File: src/lpht_ram.sv
// Generic single-write, single-read RAM with registered read data.
module lpht_ram #(
  parameter int unsigned WIDTH = 8,
  parameter int unsigned DEPTH = 16,
  localparam int unsigned AW = $clog2(DEPTH)
) (
  input  logic             clk_i,
  input  logic             we_i,
  input  logic [AW-1:0]    waddr_i,
  input  logic [WIDTH-1:0] wdata_i,
  input  logic [AW-1:0]    raddr_i,
  output logic [WIDTH-1:0] rdata_o
);

  logic [WIDTH-1:0] mem_q [DEPTH];
  logic [WIDTH-1:0] rdata_q;

  always_ff @(posedge clk_i) begin
    if (we_i) begin
      mem_q[waddr_i] <= wdata_i;
    end
    rdata_q <= mem_q[raddr_i];
  end

  assign rdata_o = rdata_q;

endmodule

File: config.mk
export PLATFORM = sky130hd
export DESIGN_NAME = lpht_ram
export DESIGN_NICKNAME = d
export VERILOG_FILES = /design/src/lpht_ram.sv
export SDC_FILE = /design/constraint.sdc
export NUM_CORES = 1
export LEC_CHECK = 0
export BUFFER_PORTS_ARGS = -buffer_cell sky130_fd_sc_hd__buf_2
export CAP_MARGIN = 40
export CORE_MARGIN = 8
export CORE_UTILIZATION = 47
export DETAILED_ROUTE_END_ITERATION = 12
export PLACE_DENSITY = 0.67
export REMOVE_ABC_BUFFERS = 1
export SLEW_MARGIN = 20
export SYNTH_ARGS = -nofsm -noshare
export SYNTH_HDL_FRONTEND = slang
export SYNTH_SLANG_ARGS = --single-unit
export TNS_END_PERCENT = 100
File: constraint.sdc
create_clock -name clk_i -period 4.2 [get_ports clk_i]
set_input_delay 0.42 -clock clk_i [delete_from_list [all_inputs] [get_ports clk_i]]
set_output_delay 0.42 -clock clk_i [all_outputs]
set_load 0.02 [all_outputs]
-- Word level (Yosys, flattened, before mapping)
Memory sizes are Yosys's and may differ from the RTL's. A register that Yosys moved wholly into a read port is not among the register bits.
Cells that the tools add are included.
- register bits after elaboration: 0
- RAM bits: 128
- input port bits: 18
- output and inout port bits: 8
- word-level logic and storage cells: 3
- memories kept: 1
- memory list (name ; depth ; width ; rd ports ; clocked after memory_dff ; write ports ; RTL line ; text):
    mem_q ; 16 ; 8 ; 1 ; 1 ; 1 ; 15 ; logic [WIDTH-1:0] mem_q [DEPTH];
- muxes and demuxes: 2
- operators with widths (cell ; count):
    1-bit two-way mux ; 2

-- Longest topological paths before layout
- depth after elaboration: 2
- depth in mapped cells: 5
- gate-level depth less buffers: 3

-- Least setup slack after synthesis
OpenSTA, ideal clock, no wires.
- path kind: in2reg
- from: in waddr_i[2]
- to: mem mem_q[0][0], enable pin
- setup time: 0.383 ns
- arrival: 1.530 ns
- required time: 3.817 ns
- slack: 2.287 ns
- stages: 2
- path buffers: 0
- path through: or3b_2 nor3_1
- RTL lines (what ; RTL line ; text):
    from (decl) ; 9 ; input logic [AW-1:0] waddr_i,
    to (decl) ; 15 ;
No word-level cell before the write port.

==> reports/results.txt <==
post-cts sizing count = 0
global route overflow = 0
Post-CTS Hold Fix Bufs = 0
final cell count without fillers = 430
initial antenna violation count = 0
DR vias/cell = 5.63
# rows = 38
largest net degree at the start of global routing = 33
ANT cells = 0
Die H = 121 um
Tmin final = 1.69 ns
launching point of the worst reg2reg path = mem_q[1][0]
Slew Limit Fails = 0
GP Congestion = 0.727
post-route DRC violation count = 0
Max-slew headroom = 0.452
Final #Nets = 295
worst skew pair latency = 0.51 ns
Layout Utilization = 0.560
Clock Path Buffers = 2
WHS Endpoint = mem_q[5][7]
hold depth = 1
CTS tree = built
vias in the first global route = 2504
vias = 2421
worst-path cell chain = buf_2 > buf_12 > mux4_1 > a22oi_1 > nand2_1
H-tree depth = 4
Syn-to-layout area delta = 16.8%
FFs w/ async S/R, synth = 0
Initial Utilization = 0.479
CTS root buf = clkbuf_8
Die Area = 0.0146 sq mm
first-pass GRT wire length = 15200 um
Clock Skew = 0.00804 ns
Crit. End Element = register
Mapped Area = 0.00515 sq mm
wire per inst = 23.1 um
CP max FO = 18
PortBufs = 25
outcome = completed
Worst EP required = 4.58 ns
Synth Area per Inst = 22.5 sq um
Initial DRT Pass Iterations = 5
io pins = 26
Static Leak = 2.03 nW
fmax = 592 MHz
Mapped Cells = 229
RSZ-0062 raised after global routing = no
R2R Path End = rdata_o[0]
Slowest-stage cell, CP = mux4_1
Final ANT Viol Nets = 0
Max Cap Viol = 0
Post-synth EDFFs = 128
final setup violation count = 0
worst-case reg-to-reg path depth = 3
Die Wd = 121 um
startpoint of the worst hold path = wdata_i[7]
Final period util = 0.402
Initial DRC Count = 218
class of the most critical setup path = primary input to register
CTS clock-pin slew for the worst setup and hold paths = 0.06 ns
GRT Util Overall = 0.145
ys flop type = edfxtp_1
Max stage delay on crit path = 0.57 ns
# Post-CTS Setup Buffers = 0
setup TNS = 0 ns
Fillers = 825
placed cells = 397
DPL Wire Length = 6450 um
Hold Crit Class = primary input to register
Ys Warns = 0
Netlist cell types = 19
actual slew at the worst max-slew pin = 0.819 ns
crit path launch type = primary input
Pwr Density = 497 mW/mm^2
VDD IR max = 0.293 mV
WP data arrival = 2.07 ns
CTS buffer count = 17
final hold vios = 0
Num Clock Sinks = 136
R2R setup slack = 2.81 ns
final wirelength = 9940 um
Seq/Total Area, Yosys = 0.778
core area = 0.0107 sq mm
Seq cells post-synth = 136
layout cells sized above 1 = 0.290
## registers in the layout, indices dropped and copies added (netlist names)
| register | flops |
|---|---|
| mem_q | 128 |
| rdata_o | 8 |
## power by group
group	leakage [nW]	total [mW]	switching, mW	internal, mW
combinational	0.551	0.146	0.0879	0.0581
clock	0.251	1.31	0.509	0.802
sequential	1.22	1.53	0.0106	1.52
## metal layers
metal,vias up,track usage,wire [um]
met5,-,0,0
met4,0,0.0671,144
met3,11,0.0303,626
met2,90,0.215,4640
met1,1247,0.201,4530
li1,1073,-,-
## Yosys cell counts, drive strengths merged (2+ instances only)
cell type      instances  share of area
nor2                  13         0.0095
nand2b                 2         0.0024
dfxtp                  8          0.031
nor3                   4         0.0039
clkdlybuf4s25          3         0.0058
nand3b                 2         0.0029
nand2                  9         0.0066
a22oi                 16          0.023
edfxtp               128           0.75
mux4                  32           0.15
buf                    7          0.011
## worst max-delay path by stage
stage          startpoint          end  slack (ns)
2_1_floorplan  waddr_i[2]  mem_q[0][0]        2.29
3_3_place_gp   waddr_i[2]  mem_q[0][4]        1.67
3_5_place_dp   raddr_i[0]   rdata_o[0]        1.95
4_1_cts        raddr_i[0]   rdata_o[0]        2.48
5_1_grt        raddr_i[0]   rdata_o[0]        2.36
6_report       raddr_i[0]   rdata_o[0]        2.51
## cell type report
cell class / count / area [sq um] / area share
clock inverter: 11 / 81.3 / 0.0135
timing repair buffer: 39 / 240 / 0.0400
clock buffer: 21 / 449 / 0.0747
tap: 140 / 175 / 0.0291
sequential: 136 / 4000 / 0.666
multi-input combinational: 83 / 1060 / 0.177
## per-stage QoR
stage / power, mW / setup WS, ns / hold WS, ns / instance area [sq um]
after floorplan: 1.62 / 2.29 / 0.519 / 5060
after global placement: 1.70 / 1.67 / 0.648 / 5380
after detailed placement: 1.70 / 1.95 / 0.663 / 5480
after CTS: 3.00 / 2.48 / 0.279 / 6010
after global routing: 3.08 / 2.36 / 0.289 / 6010
final: 2.99 / 2.51 / 0.293 / 6010
## cell usage in the layout, fill, tap and decap left out, drive strengths merged
master / instances
edfxtp: 128
clkinv: 7
dfxtp: 8
and2: 1
nor3: 4
nand3: 1
a22oi: 16
or3b: 1
nand3b: 2
clkbuf: 21
buf: 39
nand2b: 2
bufinv: 1
and2b: 1
nor2b: 1
nor2: 13
clkinvlp: 3
nand2: 9
mux4: 32
## critical path: cells and delay by family
family                 cells  cell delay [ns]
AO/OA/AOI/OAI              1             0.27
buffers and inverters      2             0.67
multiplexers               1             0.57
AND/OR/NAND/NOR            1             0.12
## logic make-up (layout without fill, tap and decap cells)
group	count (synthesis)	after routing	synth area share
AOI/OAI and AO/OA	16	16	0.0233
and+or+nand+nor	35	35	0.0318
muxes	32	32	0.150
buffers and inverters	10	71	0.0168
DFF	136	136	0.778
(Power assumes the default switching activity.)
