`src/lpht_pkg.sv`:
```
// Shared types and codes for the linear probing hash table.
package lpht_pkg;

  localparam int unsigned KEY_W   = 32;
  localparam int unsigned DATA_W  = 32;
  localparam int unsigned COUNT_W = 9;

  typedef enum logic [1:0] {
    ACT_INSERT = 2'd0,
    ACT_DELETE = 2'd1,
    ACT_LOOKUP = 2'd2
  } action_e;

  typedef enum logic [1:0] {
    SLOT_EMPTY = 2'd0,
    SLOT_LIVE  = 2'd1,
    SLOT_TOMB  = 2'd2
  } slot_e;

  typedef enum logic [2:0] {
    ST_INSERTED = 3'd0,
    ST_UPDATED  = 3'd1,
    ST_REMOVED  = 3'd2,
    ST_FOUND    = 3'd3,
    ST_MISSING  = 3'd4,
    ST_FULL     = 3'd5
  } status_e;

  // Decision for one probed slot.
  typedef struct packed {
    logic    stop;
    logic    wr_live;
    logic    wr_tomb;
    logic    inc;
    logic    dec;
    logic    hit;
    status_e status;
  } eval_t;

endpackage

```
`src/lpht_slot_eval.sv`:
```
// Probe decision for one slot: stop, write back and result status.
module lpht_slot_eval (
  input  logic [1:0]                 action_i,
  input  logic [lpht_pkg::KEY_W-1:0] key_i,
  input  logic [1:0]                 slot_status_i,
  input  logic [lpht_pkg::KEY_W-1:0] slot_key_i,
  input  logic                       last_probe_i,
  output lpht_pkg::eval_t            eval_o
);

  logic live;
  logic empty;
  logic match;

  assign live  = slot_status_i == lpht_pkg::SLOT_LIVE;
  assign empty = slot_status_i == lpht_pkg::SLOT_EMPTY;
  assign match = live && (slot_key_i == key_i);

  always_comb begin
    eval_o        = '0;
    eval_o.status = lpht_pkg::ST_MISSING;
    unique case (action_i)
      lpht_pkg::ACT_INSERT: begin
        if (!live) begin
          eval_o.stop    = 1'b1;
          eval_o.wr_live = 1'b1;
          eval_o.inc     = 1'b1;
          eval_o.status  = lpht_pkg::ST_INSERTED;
        end else if (match) begin
          eval_o.stop    = 1'b1;
          eval_o.wr_live = 1'b1;
          eval_o.status  = lpht_pkg::ST_UPDATED;
        end else if (last_probe_i) begin
          eval_o.stop   = 1'b1;
          eval_o.status = lpht_pkg::ST_FULL;
        end
      end
      lpht_pkg::ACT_DELETE: begin
        if (match) begin
          eval_o.stop    = 1'b1;
          eval_o.wr_tomb = 1'b1;
          eval_o.dec     = 1'b1;
          eval_o.hit     = 1'b1;
          eval_o.status  = lpht_pkg::ST_REMOVED;
        end else if (empty || last_probe_i) begin
          eval_o.stop = 1'b1;
        end
      end
      lpht_pkg::ACT_LOOKUP: begin
        if (match) begin
          eval_o.stop   = 1'b1;
          eval_o.hit    = 1'b1;
          eval_o.status = lpht_pkg::ST_FOUND;
        end else if (empty || last_probe_i) begin
          eval_o.stop = 1'b1;
        end
      end
      default: begin
        // unused action: report not found at once
        eval_o.stop = 1'b1;
      end
    endcase
  end

endmodule
```
`config.mk`:
```
export PLATFORM = sky130hd
export DESIGN_NAME = lpht_slot_eval
export DESIGN_NICKNAME = d
export VERILOG_FILES = /design/src/lpht_pkg.sv /design/src/lpht_slot_eval.sv
export SDC_FILE = /design/constraint.sdc
export NUM_CORES = 1
export LEC_CHECK = 0
export BUFFER_PORTS_ARGS = -buffer_cell sky130_fd_sc_hd__buf_2
export CAP_MARGIN = 20
export CORE_MARGIN = 3
export CORE_UTILIZATION = 35
export DETAILED_ROUTE_END_ITERATION = 16
export PLACE_DENSITY = 0.94
export SYNTH_ARGS = -nofsm -noshare
export SYNTH_HDL_FRONTEND = slang
export SYNTH_SLANG_ARGS = --single-unit
```
`constraint.sdc`:
```
create_clock -name vclk -period 2.4
set_clock_uncertainty 0.2 [all_clocks]
set_input_delay 0.24 -clock vclk [all_inputs]
set_output_delay 0.24 -clock vclk [all_outputs]
set_load 0.02 [all_outputs]
```
* Word level (Yosys, flattened, before mapping)
Index checks and enable logic that the tools add are counted.
** Operators by class
- $add $sub $neg :: 0
- $mul :: 0
- Div/mod/pow operators :: 0
- $lt $le $gt $ge :: 0
- Equality and inequality tests :: 4
- Shifts and indexed selects :: 0
- Mux-type cells :: 19
- Bitwise logic cells :: 0
- Reductions and logical operators :: 5
** Operators by type and width (number)
- $eq A32 B32 Y1 :: 1
- $mux W1 :: 11
- $pmux W3 S3 :: 1
- $mux W3 :: 2
- $mux W5 :: 1
- $eq A2 B1 Y1 const B :: 2
- $logic_not A2 Y1 :: 2
- $mux W4 :: 1
- $pmux W1 S2 :: 2
- $eq A2 B2 Y1 const B :: 1
- $mux W2 :: 1
- $reduce_or A2 Y1 :: 1
- $logic_and A1 B1 Y1 :: 1
- $logic_or A1 B1 Y1 :: 1
** Word-level totals
- Bits in registers :: 0
- Latch bits :: 0
- RAM bits :: 0
- Bits in read-only memories :: 0
- Input bits :: 69
- Output and inout port bits :: 9
- Word-level logic and storage cells :: 28
- Memories :: 0

* Longest topological paths before layout
- Depth in word-level cells :: 5
- Gate-level depth with buffers :: 7
- Depth with buffers taken out :: 7

* Worst setup path before layout
Ideal clock, no wire load.
- Path kind :: input to output
- Start :: in key_i[10] in the netlist's numbering
- End :: out eval_o[6] in the netlist's numbering
- Arrival time :: 1689 ps
- Required time :: 1960 ps
- Slack :: 271 ps
- Stages :: 6
- Path buffers :: 1
- Cell sequence :: xnor2_1 nand4_1 nor4_2 nand2_2 nor3_1 buf_4
** RTL lines
- start: declaration :: line lpht_slot_eval.sv:4 : input logic [lpht_pkg::KEY_W-1:0] key_i,
- end: declaration :: line lpht_slot_eval.sv:8 : output lpht_pkg::eval_t eval_o

==> impl_metrics.json <==
{
  "initial_core_util_pct": 39.6,
  "pwr-share-comb_pct": 100.0,
  "drt_wl_total_um": 1970,
  "netlist_instances": 71,
  "grt_pass1_wl_um": 3150,
  "grt_max_degree": 8,
  "post_cts_buffers": 0,
  "die_w_um": 45.8,
  "grt_pass1_vias": 862,
  "diodes": 0,
  "ys_seq_area_share_pct": 0,
  "buffer_ports.inserted": 78,
  "cts-resized-gates": 0,
  "antenna_found_initial": 0,
  "die_h_um": 45.8,
  "path_class": "in -> out",
  "place_congestion": 0.723,
  "coreArea_um2": 1400,
  "slew-limit-headroom_pct": 80.3,
  "yosysTopAreaCell": "xnor2_1",
  "rsz0062_at_grt": "no",
  "grtUsageTotal_pct": 19.7,
  "vias": 808,
  "hpwl_um": 1940,
  "wl_per_cell_um": 12.1,
  "final_util_pct": 68.3,
  "p_leak_nw": 0.474,
  "yosysMostFrequentCell": "xnor2_1",
  "vias_per_cell": 4.96,
  "fmaxAchievable_mhz": 494,
  "worstPathRequired_ns": 1.96,
  "placed_cell_area_um2": 956,
  "power.share.clock_pct": 0,
  "fillCellCount": 124,
  "power.share.switching_pct": 42.7,
  "synth_area_leaders": "xnor2_1, ha_1, nand4_1",
  "worst-path-buf-inv": 2,
  "slew_viol_final": 0,
  "drc_errors": 0,
  "slowest_stage": "nor4_2",
  "hold_violations": 0,
  "powerDensity_nw_per_um2": 168,
  "switchingPower_w": 0.0000686,
  "synth_top_area_share_pct": 50.6,
  "drt_iter0_drc": 9,
  "internal_power_w": 0.0000920,
  "tightestPinTransition_ns": 0.294,
  "seqCellArea_um2": 0,
  "endpoint_kind": "output pin",
  "ir_worst_vdd_uv": 106,
  "finalSetupViolCount": 0,
  "num-nets-final": 223,
  "postCtsHoldBufs": 0,
  "multiInputGateArea_um2": 528,
  "dr.pass1.iters": 4,
  "hp-class": "in -> out",
  "row_count": 13,
  "path_cells": "buf_2 > xnor2_1 > nand4_1 > nor4_2 > nand2_2 > nor4_2 > buf_2",
  "p_seq_share_pct": 0,
  "status": "finished, final reports clean",
  "drv_cap": 0,
  "clock_buffers": 0,
  "slowest_delay_ns": 0.31,
  "fin_setup_tns_ns": 0,
  "worstPathArrival_ns": 1.58,
  "grt_overflow": 0,
  "synth_area_um2": 554,
  "cp_top_family": "simple AND/OR/NAND/NOR gates",
  "period_share_pct": 84.4,
  "synth_cell_types": 20,
  "ios": 78,
  "area_delta_synth_final_pct": 72.5,
  "cp-start-kind": "input pin",
  "synth_common_cells": "xnor2_1, nand4_1, inv_1",
  "die_area_um2": 2100,
  "seq_cells": 0,
  "fin_crit_ns": 2.02,
  "antenna_left": 0,
  "syn_avg_cell_area_um2": 7.81,
  "stdcell_area_um2": 956,
  "final_layout_size_suffix_gt1_share_pct": 55.4,
  "synth_warnings": 0,
  "cp_max_fo": 7,
  "syn-num-nets": 144
}
[worst paths after layout]
check | startpoint | to | cells after the start
hold / removal | last_probe_i | eval_o[0] | 4
setup / recovery | key_i[8] | eval_o[1] | 7
[per-layer routing]
layer / vias to the layer above / GRT usage, % / share of wire [%]
met3: 2 / 2.37 / 8.9
met1: 362 / 18.4 / 30
met4: 0 / 1.70 / 0.71
li1: 402 / - / -
met2: 42 / 44.3 / 60
met5: - / 0 / 0
[logic make-up (layout without fill, tap and decap cells)]
logic type	after synthesis	in the layout	share of synthesized area (%)
adder cells (fa/ha/maj)	4	4	9.03
AO/OA/AOI/OAI	9	9	11.5
buffers and inverters	6	83	4.74
XOR/XNOR	32	32	50.6
AND/OR/NAND/NOR	20	20	24.2
[layout make-up]
| type | instances | area share, % |
|---|---|---|
| inverter | 5 | 1.96 |
| multi-input combinational | 65 | 55.2 |
| timing repair buffer | 78 | 40.8 |
| tap | 15 | 1.96 |
[per-stage QoR]
stage,setup slack (ns),total power (W),cells,hold slack [ns]
final,0.375,0.000161,163,0.649
after global routing,0.217,0.000178,163,0.675
after CTS,0.349,0.000162,163,0.653
after detailed placement,0.355,0.000162,163,0.653
after global placement,0.435,0.000154,163,0.639
after floorplan,0.271,0.0000811,71,0.464
[cell usage in the layout, fill, tap and decap left out, drive strengths merged, types with 2 or more instances in the layout]
master / netlist / final
nor2: 2 / 2
nor4: 3 / 3
nand2: 2 / 2
inv: 5 / 5
ha: 4 / 4
buf: 1 / 78
nor3: 2 / 2
xnor2: 32 / 32
o21ai: 2 / 2
a21oi: 2 / 2
nand4: 8 / 8
[power by group through the flow]
stage / Combinational, W / Clock [W] / Sequential, W
CTS: 0.000162 / 0 / 0
global placement: 0.000154 / 0 / 0
detailed placement: 0.000162 / 0 / 0
floorplan: 0.0000811 / 0 / 0
finish: 0.000161 / 0 / 0
global route: 0.000178 / 0 / 0
No activity file was read; power rests on OpenSTA's default activity.
